**config.mk**
```make
export PLATFORM = sky130hd
export DESIGN_NAME = nat_flow_header_rewrite_core
export DESIGN_NICKNAME = d
export VERILOG_FILES = /design/src/hw/rtl/nhr_pkg.sv /design/src/hw/rtl/nat_flow_header_rewrite_core.sv /design/src/hw/rtl/nhr_cfg_delta.sv
export SDC_FILE = /design/constraint.sdc
export NUM_CORES = 1
export LEC_CHECK = 0
export ABC_AREA = 1
export BUFFER_PORTS_ARGS = -buffer_cell sky130_fd_sc_hd__buf_2
export CELL_PAD_IN_SITES_DETAIL_PLACEMENT = 0
export CELL_PAD_IN_SITES_GLOBAL_PLACEMENT = 2
export CORE_MARGIN = 10
export CORE_UTILIZATION = 36
export DETAILED_ROUTE_END_ITERATION = 8
export PLACE_DENSITY_LB_ADDON = 0.2
export SLEW_MARGIN = 0
export SYNTH_ARGS = -nofsm -noshare
export SYNTH_HDL_FRONTEND = slang
export SYNTH_SLANG_ARGS = --single-unit
```
**constraint.sdc**
```tcl
create_clock -name clk -period 13.06 [get_ports clk]
set_clock_uncertainty 0.1 [all_clocks]
set_input_delay 2.612 -clock clk [delete_from_list [all_inputs] [get_ports clk]]
set_output_delay 2.612 -clock clk [all_outputs]
set_load 0.005 [all_outputs]
```
**src/hw/rtl/nhr_pkg.sv**
```systemverilog
// ----------------------------------------------------------------------------
// nhr_pkg
// Shared types, field layout and ones' complement helpers for the NAT flow
// header rewrite core.
// ----------------------------------------------------------------------------
package nhr_pkg;

  // protocol numbers and tcp details
  localparam logic [7:0]  PROTO_TCP   = 8'd6;
  localparam logic [7:0]  PROTO_UDP   = 8'd17;
  localparam logic [15:0] TCP_MIN_LEN = 16'd18;
  localparam int          FLAG_FIN    = 0;
  localparam int          FLAG_SYN    = 1;
  localparam int          FLAG_RST    = 2;

  // stream widths
  localparam int IN_W   = 72;
  localparam int OUT_W  = 136;
  localparam int CFG_W  = 32;
  localparam int CFG_IW = 3;

  // output field positions
  localparam int OUT_SRC_LO = 0;
  localparam int OUT_DST_LO = 32;
  localparam int OUT_SP_LO  = 64;
  localparam int OUT_DP_LO  = 80;
  localparam int OUT_REW    = 96;
  localparam int OUT_IPC_LO = 97;
  localparam int OUT_L4C_LO = 113;
  localparam int OUT_FDONE  = 129;
  localparam int OUT_RDONE  = 130;
  localparam int OUT_USED   = 131;

  // configuration register indexes
  typedef enum logic [CFG_IW-1:0] {
    REG_ORIG_SRC_ADDR = 3'd0,
    REG_ORIG_DST_ADDR = 3'd1,
    REG_ORIG_SRC_PORT = 3'd2,
    REG_ORIG_DST_PORT = 3'd3,
    REG_NEW_SRC_ADDR  = 3'd4,
    REG_NEW_DST_ADDR  = 3'd5,
    REG_NEW_SRC_PORT  = 3'd6,
    REG_NEW_DST_PORT  = 3'd7
  } cfg_reg_t;

  // flow tuples plus the precomputed complemented deltas
  typedef struct packed {
    logic [31:0] orig_src_addr;
    logic [31:0] orig_dst_addr;
    logic [15:0] orig_src_port;
    logic [15:0] orig_dst_port;
    logic [31:0] new_src_addr;
    logic [31:0] new_dst_addr;
    logic [15:0] new_src_port;
    logic [15:0] new_dst_port;
    logic [15:0] ip_delta;
    logic [15:0] l4_delta;
  } flow_cfg_t;

  // fold one changed word into a complemented delta
  function automatic logic [15:0] delta_word(input logic [15:0] c,
                                             input logic [15:0] oldw,
                                             input logic [15:0] neww);
    logic [17:0] s;
    logic [16:0] f;
    logic [16:0] g;
    s = {2'b00, ~c} + {2'b00, ~oldw} + {2'b00, neww};
    f = {1'b0, s[15:0]} + {15'd0, s[17:16]};
    g = f + {16'd0, f[16]};
    return ~g[15:0];
  endfunction

  // add (forward) or subtract (reply) a delta; a zero delta leaves it alone
  function automatic logic [15:0] apply_delta(input logic [15:0] csum,
                                              input logic        reply,
                                              input logic [15:0] d);
    logic [16:0] s;
    logic [16:0] f;
    logic [16:0] g;
    s = {1'b0, ~csum} + {1'b0, (reply ? d : ~d)};
    f = {1'b0, s[15:0]} + {16'd0, s[16]};
    g = f + {16'd0, f[16]};
    return (d == 16'd0) ? csum : ~g[15:0];
  endfunction

endpackage

```
**src/hw/rtl/nat_flow_header_rewrite_core.sv**
```systemverilog
// ----------------------------------------------------------------------------
// nat_flow_header_rewrite_core
// Rewrites addresses, ports and checksums of packets in one NAT flow and
// tracks the per-direction session-done flags.
//
//  channel | dir | handshake            | payload
//  --------+-----+----------------------+-------------------------------------
//  s_*     | in  | s_tvalid / s_tready  | s_tdata header fields, s_tuser dir
//  m_*     | out | m_tvalid / m_tready  | m_tdata rewritten header fields
//  cfg_*   | in  | cfg_we               | cfg_index, cfg_wdata
//
// one request accepted per cycle unless m_tready stalls; a result is
// presented after passing the input register, then the result register.
// the checksum deltas are registered in the cycle after a configuration write.
// synchronous reset clears the stage valids, done flags and config registers.
// a stall on m_tready holds the result register; the input stage keeps
// accepting until both stages are full.
// ----------------------------------------------------------------------------
module nat_flow_header_rewrite_core (
  input  logic                       clk,
  input  logic                       rst,
  input  logic                       s_tvalid,
  output logic                       s_tready,
  // first_fragment, protocol[8], segment_len[16], ip_checksum_in[16],
  // l4_checksum_in[16], tcp_flags[8], zero fill
  input  logic [nhr_pkg::IN_W-1:0]   s_tdata,
  // reply_dir
  input  logic [0:0]                 s_tuser,
  output logic                       m_tvalid,
  input  logic                       m_tready,
  // out_src_addr[32], out_dst_addr[32], out_src_port[16], out_dst_port[16],
  // ports_rewritten, ip_checksum_out[16], l4_checksum_out[16],
  // forward_done_out, reply_done_out, zero fill
  output logic [nhr_pkg::OUT_W-1:0]  m_tdata,
  input  logic                       cfg_we,
  input  logic [nhr_pkg::CFG_IW-1:0] cfg_index,
  input  logic [nhr_pkg::CFG_W-1:0]  cfg_wdata
);
  import nhr_pkg::*;

  flow_cfg_t flow_cfg;

  // input stage
  logic        s1_valid;
  logic        s1_reply;
  logic        s1_first;
  logic [7:0]  s1_proto;
  logic [15:0] s1_tlen;
  logic [15:0] s1_ipck;
  logic [15:0] s1_l4ck;
  logic [7:0]  s1_flags;

  // result stage
  logic              o_valid;
  logic [OUT_W-1:0]  o_data;
  logic [OUT_W-1:0]  o_data_next;

  logic [1:0]  done_flags;
  logic [1:0]  done_flags_next;
  logic        advance;
  logic        tcp_ok;
  logic        udp_ok;
  logic        rew;
  logic [1:0]  dir_bit;
  logic [31:0] sa;
  logic [31:0] da;
  logic [15:0] sp;
  logic [15:0] dp;
  logic [15:0] ipck_out;
  logic [15:0] l4ck_out;

  nhr_cfg_delta u_cfg (
    .clk       (clk),
    .rst       (rst),
    .cfg_we    (cfg_we),
    .cfg_index (cfg_index),
    .cfg_wdata (cfg_wdata),
    .flow_cfg  (flow_cfg)
  );

  // handshake
  assign advance  = !o_valid || m_tready;
  assign s_tready = !s1_valid || advance;
  assign m_tvalid = o_valid;
  assign m_tdata  = o_data;

  // input register
  always_ff @(posedge clk) begin
    if (rst) begin
      s1_valid <= 1'b0;
    end else if (s_tready) begin
      s1_valid <= s_tvalid;
    end
  end

  always_ff @(posedge clk) begin
    if (s_tvalid && s_tready) begin
      s1_reply <= s_tuser[0];
      s1_first <= s_tdata[0];
      s1_proto <= s_tdata[8:1];
      s1_tlen  <= s_tdata[24:9];
      s1_ipck  <= s_tdata[40:25];
      s1_l4ck  <= s_tdata[56:41];
      s1_flags <= s_tdata[64:57];
    end
  end

  // rewrite and checksum update
  always_comb begin
    tcp_ok  = s1_first && (s1_proto == PROTO_TCP) && (s1_tlen >= TCP_MIN_LEN);
    udp_ok  = s1_first && (s1_proto == PROTO_UDP);
    rew     = tcp_ok || udp_ok;
    dir_bit = s1_reply ? 2'b10 : 2'b01;

    if (s1_reply) begin
      sa = flow_cfg.orig_dst_addr;
      da = flow_cfg.orig_src_addr;
      sp = flow_cfg.orig_dst_port;
      dp = flow_cfg.orig_src_port;
    end else begin
      sa = flow_cfg.new_src_addr;
      da = flow_cfg.new_dst_addr;
      sp = flow_cfg.new_src_port;
      dp = flow_cfg.new_dst_port;
    end

    ipck_out = apply_delta(s1_ipck, s1_reply, flow_cfg.ip_delta);
    // udp zero checksum means no checksum and is passed through
    if (tcp_ok || (udp_ok && (s1_l4ck != 16'd0))) begin
      l4ck_out = apply_delta(s1_l4ck, s1_reply, flow_cfg.l4_delta);
    end else begin
      l4ck_out = s1_l4ck;
    end

    // session flags: reset ends both sides, fin ends one, syn reopens it
    done_flags_next = done_flags;
    if (tcp_ok) begin
      if (s1_flags[FLAG_RST]) begin
        done_flags_next = 2'b11;
      end else if (s1_flags[FLAG_FIN]) begin
        done_flags_next = done_flags | dir_bit;
      end else if (s1_flags[FLAG_SYN]) begin
        done_flags_next = done_flags & ~dir_bit;
      end
    end

    o_data_next                           = '0;
    o_data_next[OUT_SRC_LO +: 32]         = sa;
    o_data_next[OUT_DST_LO +: 32]         = da;
    o_data_next[OUT_SP_LO  +: 16]         = rew ? sp : 16'd0;
    o_data_next[OUT_DP_LO  +: 16]         = rew ? dp : 16'd0;
    o_data_next[OUT_REW]                  = rew;
    o_data_next[OUT_IPC_LO +: 16]         = ipck_out;
    o_data_next[OUT_L4C_LO +: 16]         = l4ck_out;
    o_data_next[OUT_FDONE]                = done_flags_next[0];
    o_data_next[OUT_RDONE]                = done_flags_next[1];
  end

  // result register and done flags
  always_ff @(posedge clk) begin
    if (rst) begin
      o_valid    <= 1'b0;
      done_flags <= 2'b00;
    end else if (advance) begin
      o_valid <= s1_valid;
      if (s1_valid) begin
        done_flags <= done_flags_next;
      end
    end
  end

  always_ff @(posedge clk) begin
    if (advance && s1_valid) begin
      o_data <= o_data_next;
    end
  end

endmodule

```
**src/hw/rtl/nhr_cfg_delta.sv**
```systemverilog
// ----------------------------------------------------------------------------
// nhr_cfg_delta
// Flow configuration registers and the registered IP and transport checksum
// deltas derived from them.
// ----------------------------------------------------------------------------
module nhr_cfg_delta (
  input  logic                       clk,
  input  logic                       rst,
  input  logic                       cfg_we,
  input  logic [nhr_pkg::CFG_IW-1:0] cfg_index,
  input  logic [nhr_pkg::CFG_W-1:0]  cfg_wdata,
  output nhr_pkg::flow_cfg_t         flow_cfg
);
  import nhr_pkg::*;

  flow_cfg_t   cfg;
  logic [19:0] ip_sum;
  logic [19:0] l4_sum;
  logic [16:0] ip_fold;
  logic [16:0] l4_fold;
  logic [15:0] ip_delta_next;
  logic [15:0] l4_delta_next;

  // register writes; deltas follow the tuples in the cycle after they change
  always_ff @(posedge clk) begin
    if (rst) begin
      cfg.orig_src_addr <= '0;
      cfg.orig_dst_addr <= '0;
      cfg.orig_src_port <= '0;
      cfg.orig_dst_port <= '0;
      cfg.new_src_addr  <= '0;
      cfg.new_dst_addr  <= '0;
      cfg.new_src_port  <= '0;
      cfg.new_dst_port  <= '0;
      cfg.ip_delta      <= '0;
      cfg.l4_delta      <= '0;
    end else begin
      cfg.ip_delta <= ip_delta_next;
      cfg.l4_delta <= l4_delta_next;
      if (cfg_we) begin
        unique case (cfg_reg_t'(cfg_index))
          REG_ORIG_SRC_ADDR: cfg.orig_src_addr <= cfg_wdata;
          REG_ORIG_DST_ADDR: cfg.orig_dst_addr <= cfg_wdata;
          REG_ORIG_SRC_PORT: cfg.orig_src_port <= cfg_wdata[15:0];
          REG_ORIG_DST_PORT: cfg.orig_dst_port <= cfg_wdata[15:0];
          REG_NEW_SRC_ADDR:  cfg.new_src_addr  <= cfg_wdata;
          REG_NEW_DST_ADDR:  cfg.new_dst_addr  <= cfg_wdata;
          REG_NEW_SRC_PORT:  cfg.new_src_port  <= cfg_wdata[15:0];
          REG_NEW_DST_PORT:  cfg.new_dst_port  <= cfg_wdata[15:0];
          default: ;
        endcase
      end
    end
  end

  // one wide sum over all changed words, then an end-around fold; this
  // equals folding the address words then the port words one at a time
  always_comb begin
    ip_sum = 20'h0FFFF
           + {4'd0, ~cfg.orig_src_addr[31:16]} + {4'd0, cfg.new_src_addr[31:16]}
           + {4'd0, ~cfg.orig_src_addr[15:0]}  + {4'd0, cfg.new_src_addr[15:0]}
           + {4'd0, ~cfg.orig_dst_addr[31:16]} + {4'd0, cfg.new_dst_addr[31:16]}
           + {4'd0, ~cfg.orig_dst_addr[15:0]}  + {4'd0, cfg.new_dst_addr[15:0]};
    l4_sum = ip_sum
           + {4'd0, ~cfg.orig_src_port} + {4'd0, cfg.new_src_port}
           + {4'd0, ~cfg.orig_dst_port} + {4'd0, cfg.new_dst_port};
    ip_fold       = {1'b0, ip_sum[15:0]} + {13'd0, ip_sum[19:16]};
    l4_fold       = {1'b0, l4_sum[15:0]} + {13'd0, l4_sum[19:16]};
    ip_delta_next = ~(ip_fold[15:0] + {15'd0, ip_fold[16]});
    l4_delta_next = ~(l4_fold[15:0] + {15'd0, l4_fold[16]});
  end

  assign flow_cfg = cfg;

endmodule

```
==> impl_metrics.py, run 1 <==
metrics = {
    "status": {
        "status": "finished clean",
    },
    "yosys": {
        "async_reset_ff_share_pct": 0,
        "yosys.area_share.adder_pct": 16.05,
        "synth.area.mux_share_pct": 0,
        "synth_compound_area_share_pct": 11.75,
        "synth_area_um2": 25670,
        "ys_types": 50,
        "yosysWarnings": 0,
        "yosys.area_share.simple_pct": 20.19,
        "synth_xor_area_share_pct": 2.920,
        "avgSynthCellArea_um2": 8.111,
        "synth_top_family_by_area": "simple AND/OR/NAND/NOR gates",
        "ys.flop_type": "dfxtp_1",
        "synth-seq-area-share_pct": 40.12,
        "synth_edf_count": 191,
        "synth_seq_cells": 419,
        "synth_cells": 3165,
    },
    "critical_path": {
        "critPathArrivalTime_ns": 12.29,
        "cpMostUsedCell": "nand3_1",
        "cpPeakStageDelay_ns": 0.55,
        "crit_fanout": 5,
        "worstSetupEndpointType": "flop",
        "rrSetupSlack_ns": 1.11,
        "critPathSlowestCell": "fa_1",
        "required_ns": 13.40,
        "r2r_end": "u_cfg.flow_cfg[12]",
        "crit-reg2reg-launch": "u_cfg.flow_cfg[208]",
        "r2r_cells": 60,
        "start_kind": "flop",
        "critPathKind": "flop to flop",
    },
    "global_routing": {
        "grt_use_total_pct": 18.83,
        "grt_pass1_wl_um": 121000,
        "grt_max_degree": 111,
        "antenna_found_initial": 1,
        "overflow": 0,
        "grt_pass1_vias": 20570,
    },
    "worst_hold_path": {
        "min_from": "u_cfg.flow_cfg[140]",
        "hold-path-endpoint": "u_cfg.flow_cfg[140]",
        "hp-class": "flop to flop",
        "holdPathStages": 2,
    },
    "place": {
        "portBuffers": 232,
        "dp_hpwl_um": 60800,
        "gp_congestion": 0.8903,
    },
    "final_layout": {
        "post_route_cells_drive_above_1_share_pct": 11.54,
        "synthToLayoutAreaGrowth_pct": 14.75,
        "nNetsFinal": 3730,
        "nFillCells": 7264,
    },
    "die": {
        "fp.dieW_um": 287.0,
        "start_util_pct": 36.47,
        "io-pin-count": 251,
        "rows": 97,
        "die_y_um": 287.0,
        "fp.dieArea_um2": 82390,
        "placeableCoreArea_um2": 70390,
    },
    "routing": {
        "drcViolationCount": 0,
        "vias": 20920,
        "via_per_inst": 4.801,
        "met1_length_um": 35950,
        "drt-initial-drc-count": 1233,
        "wl_met2_um": 37730,
        "ant_nets": 0,
        "wl_per_cell_um": 18.09,
        "highest_layer": "met4",
        "wirelength_um": 78810,
        "first_pass_iters": 5,
        "met3_length_um": 3179,
    },
    "sta": {
        "maxSlewViolCount": 0,
        "slew_headroom_pct": 32.18,
        "finalSetupTns_ns": 0,
        "fmax_mhz": 83.68,
        "setup_viol": 0,
        "min_period_ns": 11.95,
        "rsz0062_at_grt": "no",
        "finalHoldViolations": 0,
        "timing.final.crit_share_pct": 91.50,
        "tightest_slew_ns": 1.017,
    },
    "clocking": {
        "clk_pin_slew_worst_paths_ns": 0.06,
        "clock_path_buffers": 3,
        "cts_buffers": 49,
        "cts_tree": "yes",
        "postCtsSetupBuffers": 0,
        "cts_sinks": 419,
        "ctsHoldBuffers": 0,
        "ctsRootBufferMaster": "clkbuf_16",
        "htreeDepth": 2,
        "cts-resized-gates": 0,
        "clk-insertion-delay-late_ns": 0.63,
    },
    "job": {
        "maxCapViolCount": 0,
    },
}
## layout by cell type, fill, tap and decap left out, types with 3 or more instances in the layout
master	netlist	layout
a21o_1	5	5
a21oi_1	227	227
a31oi_1	9	9
and2_1	3	3
buf_2	1	232
buf_4	6	17
bufinv_16	0	4
clkbuf_1	80	6
clkbuf_16	0	49
clkbuf_8	1	9
clkinv_1	5	10
clkinv_2	0	9
conb_1	1	5
dfxtp_1	228	228
edfxtp_1	191	191
fa_1	144	144
ha_1	99	99
inv_1	496	492
inv_2	5	8
nand2_1	622	621
nand2_2	13	14
nand3_1	158	158
nand3_2	5	5
nand3b_1	11	11
nand4_1	32	32
nor2_1	329	328
nor2_2	17	18
nor2_4	4	4
nor3_1	10	10
nor4_1	15	15
o21a_1	3	3
o21ai_0	322	321
o21ai_1	2	3
o21bai_1	9	9
or2_2	7	7
xnor2_1	47	47
xor2_1	33	33
xor2_2	3	3
## registers in the layout, indices dropped and copies added (netlist names)
signal / flops
u_cfg.flow_cfg: 224
m_tdata: 131
s1_ipck: 16
s1_l4ck: 16
s1_tlen: 15
s1_proto: 8
s1_flags: 3
done_flags: 2
m_tvalid: 1
s1_first: 1
s1_reply: 1
s1_valid: 1
## routing by layer
layer  global-route usage (%)  vias to the layer above
li1                         -                    10600
met1                    24.74                     9827
met2                    31.82                      407
met3                    2.624                       89
met4                    5.459                        0
met5                        0                        -
## cells in the mapped netlist (4+ instances only)
| cell type | number | area, µm² |
|---|---|---|
| nand2_1 | 622 | 2335 |
| inv_1 | 496 | 1862 |
| nor2_1 | 329 | 1235 |
| o21ai_0 | 322 | 1612 |
| dfxtp_1 | 228 | 4564 |
| a21oi_1 | 227 | 1136 |
| edfxtp_1 | 191 | 5736 |
| nand3_1 | 158 | 790.8 |
| fa_1 | 144 | 2883 |
| ha_1 | 99 | 1239 |
| clkbuf_1 | 80 | 300.3 |
| xnor2_1 | 47 | 411.6 |
| xor2_1 | 33 | 289.0 |
| nand4_1 | 32 | 200.2 |
| nor2_2 | 17 | 106.4 |
| nor4_1 | 15 | 93.84 |
| nand2_2 | 13 | 81.33 |
| nand3b_1 | 11 | 82.58 |
| nor3_1 | 10 | 50.05 |
| a31oi_1 | 9 | 56.30 |
| o21bai_1 | 9 | 67.56 |
| or2_2 | 7 | 43.79 |
| buf_1 | 6 | 22.52 |
| buf_4 | 6 | 45.04 |
| a21o_1 | 5 | 37.54 |
| clkinv_1 | 5 | 18.77 |
| inv_2 | 5 | 18.77 |
| nand3_2 | 5 | 50.05 |
| nor2_4 | 4 | 45.04 |
## how the worst max path moves through the flow
stage | from | to | slack, ns
after floorplan | u_cfg.flow_cfg[210] | u_cfg.flow_cfg[12] | 2.79
after global placement | u_cfg.flow_cfg[208] | u_cfg.flow_cfg[12] | 1.08
after detailed placement | u_cfg.flow_cfg[208] | u_cfg.flow_cfg[12] | 1.07
after CTS | u_cfg.flow_cfg[208] | u_cfg.flow_cfg[12] | 0.99
after global routing | u_cfg.flow_cfg[208] | u_cfg.flow_cfg[13] | 0.11
final | u_cfg.flow_cfg[208] | u_cfg.flow_cfg[12] | 1.11
## metrics by stage
stage | hold slack (ns) | setup slack (ns) | cell area (µm²) | util, % | instances
6_report | 0.3881 | 1.110 | 29460 | 41.85 | 4357
5_1_grt | 0.4250 | 0.1104 | 29460 | 41.85 | 4356
4_1_cts | 0.3951 | 0.9937 | 29450 | 41.84 | 4355
3_5_place_dp | 0.3851 | 1.065 | 27760 | 39.44 | 4263
3_3_place_gp | 0.3737 | 1.085 | 27760 | 39.44 | 4263
2_1_floorplan | 0.3477 | 2.793 | 25690 | - | 3169
## layout make-up
cell class | instances | area [µm²] | share of cell area (%)
clock buffer | 65 | 1378 | 4.676
clock inverter | 27 | 310.3 | 1.053
inverter | 506 | 1907 | 6.473
timing repair buffer | 249 | 1289 | 4.375
sequential | 419 | 10300 | 34.96
tap | 940 | 1176 | 3.993
antenna | 2 | 5.005 | 0.01699
multi-input combinational | 2149 | 13090 | 44.45
## worst max-delay path: cells and delay by family (launching register included)
kind | cells | cell delay (ns)
adder cells (fa/ha/maj) | 13 | 5.18
AND/OR/NAND/NOR | 34 | 4.79
XOR/XNOR | 2 | 0.36
AO/OA/AOI/OAI | 3 | 0.43
flip-flops | 1 | 0.44
buffers and inverters | 8 | 0.47
## cell families (layout without fill, tap and decap cells)
group           after synthesis  count (layout)
xor+xnor                     83              83
buf+inv                     601             847
fa+ha+maj                   243             243
flops                       419             419
other cells                   1               7
simple gates               1232            1232
compound gates              586             586
Power of run 1 is not shown: default switching activity piles up to over one toggle a cycle in this logic, so the estimate is an artifact.
==> run 2: changes to the inputs <==
- BUFFER_PORTS_ARGS: -buffer_cell sky130_fd_sc_hd__buf_2 -> not set
- CORE_UTILIZATION: 36 -> 39
- DONT_BUFFER_PORTS: not set -> 1
==> run 2 against run 1 <==
- first-iteration DRC count rose by 6.7%
- maximum frequency down 0.57%
- count of clock-buffer cells in the layout decreased by 2
- critical path depth rose by 1
- design area fell by 4.6%
- via count fell by 3.6%
- non-clock buffer count is 234 lower
- sequential share of layout area rose by 1.7 points
- hold slack worse by 0.0036 ns
- die area fell by 7.2%
- worst setup slack worse by 0.069 ns
- largest cell class unchanged
==> impl_metrics.py, run 2 (same netlist as run 1, synthesis figures left out) <==
metrics = {
    "status": {
        "status": "finished clean",
    },
    "global_routing": {
        "antenna_found_initial": 3,
        "overflow": 0,
        "grt_pass1_wl_um": 117900,
        "grt_pass1_vias": 19620,
        "grt_use_total_pct": 19.56,
        "grt_max_degree": 106,
    },
    "clocking": {
        "cts_sinks": 419,
        "cts_tree": "yes",
        "clock_path_buffers": 3,
        "clk-insertion-delay-late_ns": 0.62,
        "ctsRootBufferMaster": "clkbuf_16",
        "cts_buffers": 49,
        "clk_pin_slew_worst_paths_ns": 0.06,
        "htreeDepth": 2,
    },
    "routing": {
        "wl_per_cell_um": 19.04,
        "drcViolationCount": 0,
        "wirelength_um": 77060,
        "via_per_inst": 4.983,
        "first_pass_iters": 5,
        "vias": 20160,
        "drt-initial-drc-count": 1315,
        "ant_nets": 0,
    },
    "worst_hold_path": {
        "holdPathStages": 2,
        "hp-class": "flop to flop",
        "min_from": "u_cfg.flow_cfg[140]",
        "hold-path-endpoint": "u_cfg.flow_cfg[140]",
    },
    "final_layout": {
        "synthToLayoutAreaGrowth_pct": 9.451,
        "largest_register_ffs": 224,
        "final_common_cell": "nand2_1",
        "final_cell_mix": "nand2_1, inv_1, nor2_1",
        "nNetsFinal": 3496,
        "post_route_cells_drive_above_1_share_pct": 5.030,
        "stdcell_area_um2": 28100,
    },
    "die": {
        "placeableCoreArea_um2": 65510,
        "die_y_um": 276.6,
        "start_util_pct": 39.19,
        "io-pin-count": 251,
        "rows": 94,
        "fp.dieW_um": 276.6,
        "fp.dieArea_um2": 76490,
    },
    "critical_path": {
        "start_kind": "flop",
        "cpPeakStageDelay_ns": 0.55,
        "crit-reg2reg-launch": "u_cfg.flow_cfg[208]",
        "critPathKind": "flop to flop",
        "worstSetupEndpointType": "flop",
        "critPathArrivalTime_ns": 12.45,
        "critPathSlowestCell": "fa_1",
        "r2r_cells": 61,
        "cpMostUsedCell": "nand2_1",
        "r2r_end": "u_cfg.flow_cfg[14]",
        "required_ns": 13.49,
        "crit_fanout": 5,
        "rrSetupSlack_ns": 1.04,
    },
    "sta": {
        "timing.final.crit_share_pct": 92.02,
        "rsz0062_at_grt": "no",
        "fmax_mhz": 83.21,
        "tightest_slew_ns": 1.088,
        "finalHoldViolations": 0,
        "finalSetupTns_ns": 0,
        "maxSlewViolCount": 0,
        "min_period_ns": 12.02,
        "setup_viol": 0,
        "slew_headroom_pct": 27.35,
    },
    "place": {
        "placed_area_um2": 26500,
        "gp_congestion": 0.8731,
        "portBuffers": 0,
        "dp_hpwl_um": 58750,
    },
    "job": {
        "maxCapViolCount": 0,
    },
}
## run 2: cell types whose count changed in the layout (fill, tap and decap cells not counted), sizes merged
cell | before | now
buf | 249 | 15
bufinv | 4 | 2
clkbuf | 65 | 63
clkinv | 22 | 21
clkinvlp | 1 | 3
diode | 2 | 1
inv | 506 | 509
## run 2: metrics by stage
stage	util [%]	std cells	hold WS [ns]	setup WS, ns
finish	42.89	4046	0.3845	1.042
global route	42.89	4045	0.4001	0.08833
CTS	42.87	4045	0.3852	0.7781
detailed placement	40.45	3953	0.3756	0.8339
global placement	40.45	3953	0.3686	0.9705
floorplan	-	3169	0.3477	2.793
## run 2: routing by layer
layer,share of wire [%],vias to the layer above,global-route usage (%)
met5,0.017,-,0
met4,2.8,2,5.788
met3,5.4,101,4.057
met2,47,429,32.62
met1,45,9499,25.14
li1,-,10130,-
## run 2: worst max path at each step
stage / start / endpoint / slack, ns
after floorplan: u_cfg.flow_cfg[210] / u_cfg.flow_cfg[12] / 2.79
after global placement: u_cfg.flow_cfg[208] / u_cfg.flow_cfg[12] / 0.97
after detailed placement: u_cfg.flow_cfg[208] / u_cfg.flow_cfg[14] / 0.83
after CTS: u_cfg.flow_cfg[208] / u_cfg.flow_cfg[14] / 0.78
after global routing: u_cfg.flow_cfg[208] / u_cfg.flow_cfg[15] / 0.09
final: u_cfg.flow_cfg[208] / u_cfg.flow_cfg[14] / 1.04
## run 2: final cells by class
type / instances / area, µm²
clock buffer: 63 / 1329
sequential: 419 / 10300
multi-input combinational: 2149 / 13100
fill: 6588 / 37410
clock inverter: 29 / 261.5
antenna: 1 / 2.502
inverter: 506 / 1907
tap: 864 / 1081
timing repair buffer: 15 / 112.6
## run 2: timing repair
| item | CTS | global route |
|---|---|---|
| endpoints found under the setup margin | 0 | 5 |
| buffers inserted | 0 | 0 |
| hold buffers | 0 | 0 |
| gates resized for setup | 0 | 3 |
## run 2: critical path, delay by kind of cell, from the launching register on
| kind | cells | cell delay (ns) |
|---|---|---|
| and+or+nand+nor | 36 | 4.94 |
| DFF | 1 | 0.43 |
| xor gates and xnor gates | 2 | 0.37 |
| adders and majority gates | 13 | 5.24 |
| buffers and inverters | 8 | 0.49 |
| AOI/OAI and AO/OA | 2 | 0.33 |
Power of run 2 is left out for the same reason.
